## src/rtl/spsc_pkg.sv

```systemverilog
package spsc_pkg;

  localparam int DIST_WIDTH_DEF  = 16;
  localparam int COORD_WIDTH_DEF = 48;

  localparam logic [2:0] STEP_SAT = 3'd5;
  localparam logic [2:0] STEP_FREE = 3'd2;

  typedef enum logic [1:0] {
    HEAD_UP    = 2'd0,
    HEAD_LEFT  = 2'd1,
    HEAD_DOWN  = 2'd2,
    HEAD_RIGHT = 2'd3
  } heading_t;

  typedef struct packed {
    logic crossed;
    logic path_end;
  } res_t;

endpackage

```

## src/rtl/spsc_if.sv

```systemverilog
interface spsc_seg_if #(
  parameter int DIST_WIDTH = spsc_pkg::DIST_WIDTH_DEF
);
  logic                  valid;
  logic                  ready;
  logic [DIST_WIDTH-1:0] distance;
  logic                  last;

  modport source (output valid, output distance, output last, input ready);
  modport sink (input valid, input distance, input last, output ready);
endinterface

interface spsc_res_if;
  logic valid;
  logic ready;
  logic crossed;
  logic path_end;

  modport source (output valid, output crossed, output path_end, input ready);
  modport sink (input valid, input crossed, input path_end, output ready);
endinterface

```

## src/rtl/spiral_path_self_crossing_check.sv

```systemverilog
// self-crossing check for a counter-clockwise path (up, left, down, right, ...)
// seg channel: one segment length per transfer, last marks the final segment
// res channel: one result per segment; crossed is sticky within a path and
//   path_end echoes last, so the result with path_end set is the final answer
// the result is registered in the output buffer after the segment transfer;
//   throughput is one segment per cycle while seg.ready is high, set by the
//   combinational update of position and limits from the state registers
// segments after a crossing leave the state alone and report crossed
// after the last segment all tracking state returns to zero for the next path
// stalls: a two-entry output buffer keeps seg.ready high while res.ready is low
//   and the skid entry is free; seg.ready drops only while both entries are full
// reset (rst, synchronous): clears the path state and empties the buffer
// coordinates saturate at the signed COORD_WIDTH range
module spiral_path_self_crossing_check #(
  parameter int DIST_WIDTH  = spsc_pkg::DIST_WIDTH_DEF,
  parameter int COORD_WIDTH = spsc_pkg::COORD_WIDTH_DEF
) (
  input logic      clk,
  input logic      rst,
  spsc_seg_if.sink seg,
  spsc_res_if.source res
);

  localparam int CW = COORD_WIDTH;
  localparam int SW = ((COORD_WIDTH > DIST_WIDTH) ? COORD_WIDTH : (DIST_WIDTH + 1)) + 1;
  localparam logic signed [SW-1:0] CMAX = {{(SW-CW+1){1'b0}}, {(CW-1){1'b1}}};
  localparam logic signed [SW-1:0] CMIN = {{(SW-CW+1){1'b1}}, {(CW-1){1'b0}}};

  // limits kept relative to the heading: entry k belongs to heading + k
  logic signed [CW-1:0] pos_x;
  logic signed [CW-1:0] pos_y;
  logic signed [CW-1:0] lim [4];
  logic signed [CW-1:0] elim [4];
  logic                 shrinking;
  logic [2:0]           step_count;
  spsc_pkg::heading_t   heading;
  logic                 crossed_seen;

  logic signed [CW-1:0] pos_x_next;
  logic signed [CW-1:0] pos_y_next;
  logic signed [CW-1:0] lim_upd [4];
  logic signed [CW-1:0] elim_upd [4];
  logic                 shrinking_next;
  logic                 crossed_next;

  logic                 accept;
  logic                 buf_ready;
  logic                 outward_pos;
  logic signed [SW-1:0] pos_w;
  logic signed [SW-1:0] dist_w;
  logic signed [SW-1:0] sum_w;
  logic signed [SW-1:0] diff_w;
  logic signed [CW-1:0] c;
  logic                 past_lim;
  logic                 reach_lim;
  logic                 reach_e2;
  spsc_pkg::res_t       res_data;

  assign accept    = seg.valid && buf_ready;
  assign seg.ready = buf_ready;

  // up and right grow the coordinate, left and down shrink it
  assign outward_pos = (heading == spsc_pkg::HEAD_UP) || (heading == spsc_pkg::HEAD_RIGHT);

  always_comb begin
    if ((heading == spsc_pkg::HEAD_UP) || (heading == spsc_pkg::HEAD_DOWN)) begin
      pos_w = SW'(pos_y);
    end else begin
      pos_w = SW'(pos_x);
    end
  end

  assign dist_w = signed'({{(SW-DIST_WIDTH){1'b0}}, seg.distance});
  assign sum_w  = pos_w + dist_w;
  assign diff_w = pos_w - dist_w;

  always_comb begin
    if (outward_pos) begin
      c = (sum_w > CMAX) ? CMAX[CW-1:0] : sum_w[CW-1:0];
    end else begin
      c = (diff_w < CMIN) ? CMIN[CW-1:0] : diff_w[CW-1:0];
    end
  end

  assign past_lim  = outward_pos ? (c > lim[0]) : (c < lim[0]);
  assign reach_lim = outward_pos ? (c >= lim[0]) : (c <= lim[0]);
  assign reach_e2  = outward_pos ? (c >= elim[2]) : (c <= elim[2]);

  always_comb begin
    pos_x_next     = pos_x;
    pos_y_next     = pos_y;
    lim_upd        = lim;
    elim_upd       = elim;
    shrinking_next = shrinking;
    crossed_next   = crossed_seen;
    if ((heading == spsc_pkg::HEAD_UP) || (heading == spsc_pkg::HEAD_DOWN)) begin
      pos_y_next = c;
    end else begin
      pos_x_next = c;
    end
    if (step_count < spsc_pkg::STEP_FREE) begin
      elim_upd[0] = lim[0];
      lim_upd[0]  = c;
    end else if (shrinking) begin
      if (reach_lim) begin
        crossed_next = 1'b1;
      end else begin
        lim_upd[0] = c;
      end
    end else begin
      elim_upd[0] = lim[0];
      lim_upd[0]  = c;
      if (!past_lim) begin
        // inward spiral starts; the next limit may fall back to the older line
        if (reach_e2) begin
          lim_upd[1] = elim[3];
        end
        shrinking_next = 1'b1;
      end
    end
  end

  assign res_data.crossed  = crossed_seen ? 1'b1 : crossed_next;
  assign res_data.path_end = seg.last;

  always_ff @(posedge clk) begin
    if (rst || (accept && seg.last)) begin
      pos_x        <= '0;
      pos_y        <= '0;
      shrinking    <= 1'b0;
      step_count   <= '0;
      heading      <= spsc_pkg::HEAD_UP;
      crossed_seen <= 1'b0;
      for (int k = 0; k < 4; k++) begin
        lim[k]  <= '0;
        elim[k] <= '0;
      end
    end else if (accept && !crossed_seen) begin
      pos_x        <= pos_x_next;
      pos_y        <= pos_y_next;
      shrinking    <= shrinking_next;
      crossed_seen <= crossed_next;
      heading      <= spsc_pkg::heading_t'(heading + 2'd1);
      if (step_count < spsc_pkg::STEP_SAT) begin
        step_count <= step_count + 3'd1;
      end
      // rotate so that entry 0 follows the new heading
      for (int k = 0; k < 4; k++) begin
        lim[k]  <= lim_upd[(k + 1) % 4];
        elim[k] <= elim_upd[(k + 1) % 4];
      end
    end
  end

  spsc_pkg::res_t out_data;

  spsc_out_buf u_out_buf (
    .clk       (clk),
    .rst       (rst),
    .in_valid  (seg.valid),
    .in_ready  (buf_ready),
    .in_data   (res_data),
    .out_valid (res.valid),
    .out_ready (res.ready),
    .out_data  (out_data)
  );

  assign res.crossed  = out_data.crossed;
  assign res.path_end = out_data.path_end;

endmodule

```

## src/rtl/spsc_out_buf.sv

```systemverilog
module spsc_out_buf (
  input  logic              clk,
  input  logic              rst,
  input  logic              in_valid,
  output logic              in_ready,
  input  spsc_pkg::res_t    in_data,
  output logic              out_valid,
  input  logic              out_ready,
  output spsc_pkg::res_t    out_data
);

  logic           main_valid;
  logic           skid_valid;
  spsc_pkg::res_t main_data;
  spsc_pkg::res_t skid_data;

  logic load_main;
  logic load_skid;
  logic move_skid;

  assign in_ready  = !skid_valid;
  assign out_valid = main_valid;
  assign out_data  = main_data;

  // main register drains into the receiver, skid holds one transfer during a stall
  assign move_skid = main_valid && out_ready && skid_valid;
  assign load_main = in_valid && !skid_valid && (!main_valid || out_ready);
  assign load_skid = in_valid && !skid_valid && main_valid && !out_ready;

  always_ff @(posedge clk) begin
    if (rst) begin
      main_valid <= 1'b0;
      skid_valid <= 1'b0;
    end else begin
      if (move_skid) begin
        skid_valid <= 1'b0;
      end else if (load_main) begin
        main_valid <= 1'b1;
      end else if (main_valid && out_ready) begin
        main_valid <= 1'b0;
      end
      if (load_skid) begin
        skid_valid <= 1'b1;
      end
    end
  end

  always_ff @(posedge clk) begin
    if (move_skid) begin
      main_data <= skid_data;
    end else if (load_main) begin
      main_data <= in_data;
    end
    if (load_skid) begin
      skid_data <= in_data;
    end
  end

endmodule
```

## src/flat_wrapper.sv

```systemverilog
// flat-port wrapper written by rule: the top's interface ports become plain ports
module spiral_path_self_crossing_check_flat 
#(
  parameter int DIST_WIDTH  = spsc_pkg::DIST_WIDTH_DEF,
  parameter int COORD_WIDTH = spsc_pkg::COORD_WIDTH_DEF
)
  (clk, rst, seg_valid, seg_distance, seg_last, seg_ready, res_valid, res_crossed, res_path_end, res_ready);
  spsc_seg_if #(.DIST_WIDTH(DIST_WIDTH)) seg_i ();
  spsc_res_if res_i ();
  input logic clk;
  input logic rst;
  input wire logic [$bits(seg_i.valid)-1:0] seg_valid;
  input wire logic [$bits(seg_i.distance)-1:0] seg_distance;
  input wire logic [$bits(seg_i.last)-1:0] seg_last;
  output wire logic [$bits(seg_i.ready)-1:0] seg_ready;
  output wire logic [$bits(res_i.valid)-1:0] res_valid;
  output wire logic [$bits(res_i.crossed)-1:0] res_crossed;
  output wire logic [$bits(res_i.path_end)-1:0] res_path_end;
  input wire logic [$bits(res_i.ready)-1:0] res_ready;
  assign seg_i.valid = seg_valid;
  assign seg_i.distance = seg_distance;
  assign seg_i.last = seg_last;
  assign seg_ready = seg_i.ready;
  assign res_valid = res_i.valid;
  assign res_crossed = res_i.crossed;
  assign res_path_end = res_i.path_end;
  assign res_i.ready = res_ready;
  spiral_path_self_crossing_check #(.DIST_WIDTH(DIST_WIDTH), .COORD_WIDTH(COORD_WIDTH)) u_core (.clk(clk), .rst(rst), .seg(seg_i), .res(res_i));
endmodule
```

## config.mk

```make
export PLATFORM = sky130hd
export DESIGN_NAME = spiral_path_self_crossing_check_flat
export DESIGN_NICKNAME = d
export VERILOG_FILES = /design/src/rtl/spsc_pkg.sv /design/src/rtl/spsc_if.sv /design/src/rtl/spiral_path_self_crossing_check.sv /design/src/rtl/spsc_out_buf.sv /design/src/flat_wrapper.sv
export SDC_FILE = /design/constraint.sdc
export NUM_CORES = 1
export LEC_CHECK = 0
export BUFFER_PORTS_ARGS = -buffer_cell sky130_fd_sc_hd__buf_2
export CAP_MARGIN = 0
export CORE_MARGIN = 10
export CORE_UTILIZATION = 55
export DETAILED_ROUTE_END_ITERATION = 10
export PLACE_DENSITY_LB_ADDON = 0.12
export SLEW_MARGIN = 10
export SYNTH_ARGS = -nofsm -noshare
export SYNTH_HDL_FRONTEND = slang
export SYNTH_SLANG_ARGS = --single-unit
```

## constraint.sdc

```tcl
create_clock -name clk -period 11.5 [get_ports clk]
set_input_delay 1.15 -clock clk [delete_from_list [all_inputs] [get_ports clk]]
set_output_delay 1.15 -clock clk [all_outputs]
set_load 0.1 [all_outputs]
```

==> impl_metrics.sql <==
INSERT INTO impl_metrics (metric_group, metric, value, unit) VALUES
('clock_network', 'cts.clk_slew.worst_paths', '0.06', 'ns'),
('clock_network', 'root_buffer', 'clkbuf_16', ''),
('worst_setup_path', 'worst-r2r-cell-count', '27', ''),
('detailed_routing', 'top_layer_used', 'met4', ''),
('pwr', 'power.leakage', '10.3', 'nW'),
('detailed_routing', 'dr_total_vias', '23300', ''),
('placed_design', 'placed_cells', '3799', ''),
('worst_setup_path', 'worst_ep_required_time', '11.91', 'ns'),
('timing', 'final-setup-viol-count', '0', ''),
('worst_setup_path', 'worst-path-max-fanout', '57', ''),
('detailed_routing', 'finalWirelength', '76300', 'um'),
('clock_network', 'latest_clock_arrival_within_the_worst_skew_pair', '0.62', 'ns'),
('global_routing', 'grt_pass1_vias', '21600', ''),
('timing', 'setup_total_negative_slack', '0', 'ns'),
('placed_design', 'preCtsSetupSlack', '2.53', 'ns'),
('clock_network', 'cts.htree.levels', '2', ''),
('yosys', 'total_of_warnings_raised_by_yosys', '0', ''),
('clock_network', 'clock_path_buffers', '3', ''),
('worst_setup_path', 'crit_family', 'compound AO/OA/AOI/OAI gates', ''),
('die', 'die_area', '56600', 'um^2'),
('cells_and_area', 'final_util', '0.603', ''),
('cells_and_area', 'fillers', '4209', ''),
('die', 'fp.dieW', '238', 'um'),
('die', 'die_y', '238', 'um'),
('yosys', 'ys_types', '95', ''),
('clock_network', 'clock-sinks', '493', ''),
('cells_and_area', 'post-route-cell-area', '28200', 'um^2'),
('detailed_routing', 'via_per_instance_ratio', '5.99', ''),
('timing', 'fin_hold_ws', '0.414', 'ns'),
('yosys', 'synthesized_net_count', '3503', ''),
('yosys', 'synth_top_area_frac', '0.374', ''),
('clock_network', 'cts_post_setup_buffers_inserted', '0', ''),
('clock_network', 'tritoncts', 'yes', ''),
('timing', 'clock-skew-final', '0.0507', 'ns'),
('worst_setup_path', 'crit_slowest_cell', 'or2_4', ''),
('global_routing', 'grt_start_max_net_pins', '250', ''),
('die', 'core', '46800', 'um^2'),
('detailed_routing', 'met3_wirelength', '4590', 'um'),
('global_routing', 'globalRoute.totalOverflow', '0', ''),
('timing', 'final_max_slew_viol_count', '0', ''),
('cells_and_area', 'final-instance-count-excl-fill', '3887', ''),
('detailed_routing', 'route.detailed.wl_per_inst', '19.6', 'um'),
('job', 'timing.max_cap.violations', '0', ''),
('placed_design', 'gp_congestion', '0.970', ''),
('global_routing', 'antenna_found_initial', '0', ''),
('detailed_routing', 'm1_wire_length', '36700', 'um'),
('cells_and_area', 'layout-drive-gt1-share', '0.0610', ''),
('worst_setup_path', 'slowest_delay', '0.74', 'ns'),
('yosys', 'synth_ff_type', 'dfxtp_1', ''),
('timing', 'timing_worst_slew_pin_value', '1.18', 'ns'),
('yosys', 'synth_enable_flop_cells', '4', ''),
('pwr', 'peakVddDrop', '0.000137', 'V'),
('min_path', 'worst_hold_path_cell_count', '2', ''),
('placed_design', 'port_buffers', '24', ''),
('clock_network', 'cts_resized', '0', ''),
('clock_network', 'numCtsBuffers', '50', ''),
('pwr', 'cellPowerDensity', '166', 'nW/um^2'),
('status', 'status', 'finished clean', ''),
('worst_setup_path', 'crit_path_arrival_time', '9.61', 'ns'),
('global_routing', 'grtUsageTotal', '0.262', ''),
('timing', 'rsz0062_at_grt', 'false', ''),
('timing', 'share_of_the_cycle_needed_by_the_critical_path_after_routing', '0.800', ''),
('yosys', 'yosysTopAreaCell', 'dfxtp_1', ''),
('die', 'core.rowCount', '79', ''),
('detailed_routing', 'route.met2.wl', '33500', 'um'),
('detailed_routing', 'drt-pass1-iter-count', '6', ''),
('yosys', 'async_flop_share', '0', ''),
('timing', 'min_period', '9.20', 'ns'),
('cells_and_area', 'antenna_cells', '0', ''),
('yosys', 'syn_inst_count', '3348', ''),
('timing', 'max_slew_margin', '0.204', '');
## cells in the mapped netlist, drive strengths merged, types with 6 or more instances
| master | count |
|---|---|
| nand2 | 741 |
| a31oi | 14 |
| inv | 154 |
| a21o | 22 |
| xnor2 | 56 |
| buf | 38 |
| a21boi | 6 |
| dfxtp | 489 |
| nand2b | 15 |
| nand4 | 29 |
| and2 | 9 |
| a21oi | 455 |
| ha | 132 |
| a22o | 9 |
| o21ai | 147 |
| xor2 | 27 |
| nor2b | 16 |
| nor2 | 194 |
| mux2i | 155 |
| or3 | 9 |
| clkbuf | 188 |
| o31ai | 24 |
| a211oi | 100 |
| mux2 | 6 |
| nor3b | 7 |
| a22oi | 14 |
| o21a | 10 |
| nand3 | 28 |
| a211o | 12 |
| nor4 | 34 |
| a32oi | 13 |
| or2 | 9 |
| or4bb | 7 |
| o211ai | 36 |
| or4 | 10 |
| nor3 | 46 |
| and3 | 10 |
## tightest hold or removal path, cell delays in order (launching register included)
cell	delay, ns
dfxtp_1	0.31
nand2_1	0.05
a21oi_1	0.05
## routing by layer
layer	track usage	vias to the layer above
met5	0	-
met4	0.0649	0
met3	0.0342	106
met2	0.407	674
met1	0.378	11100
li1	-	11400
## sequential cells by signal, summed over array words and instances, names as in the netlist
signal	flops
u_core.u_out_buf.out_valid	1
u_core.crossed_seen	1
u_core.pos_y	48
u_core.u_out_buf.out_data	2
u_core.pos_x	48
u_core.u_out_buf.skid_valid	1
u_core.heading	2
u_core.elim	192
u_core.shrinking	1
u_core.u_out_buf.skid_data	2
u_core.step_count	3
u_core.lim	192
## final timing paths
check	to	startpoint	slack, ns
worst max-delay path	u_core.lim[163]	u_core.heading[0]	2.30
worst min-delay path	u_core.elim[160]	u_core.elim[112]	0.41
worst max register to register	u_core.lim[163]	u_core.heading[0]	2.30
worst min register to register	u_core.elim[160]	u_core.elim[112]	0.41
## final cells by class
type	instances	area (um^2)	area share
multi-input combinational	2475	14800	0.527
sequential	493	9910	0.352
clock buffer	75	1410	0.0499
tap	607	759	0.0270
inverter	154	578	0.0205
timing repair buffer	70	515	0.0183
clock inverter	13	171	0.00608
## power breakdown
group          switching [mW]  internal [mW]
Sequential             0.0586           1.78
Clock                   0.694          0.892
Combinational           0.822          0.422
## kinds of logic after synthesis
logic type / synth area share
AND/OR/NAND/NOR: 0.197
AO/OA/AOI/OAI: 0.212
flip-flops: 0.379
buffers and inverters: 0.0566
multiplexers: 0.0627
adder cells (fa/ha/maj): 0.0647
XOR/XNOR: 0.0278
Note: power is estimated with default switching activity, not from simulation.
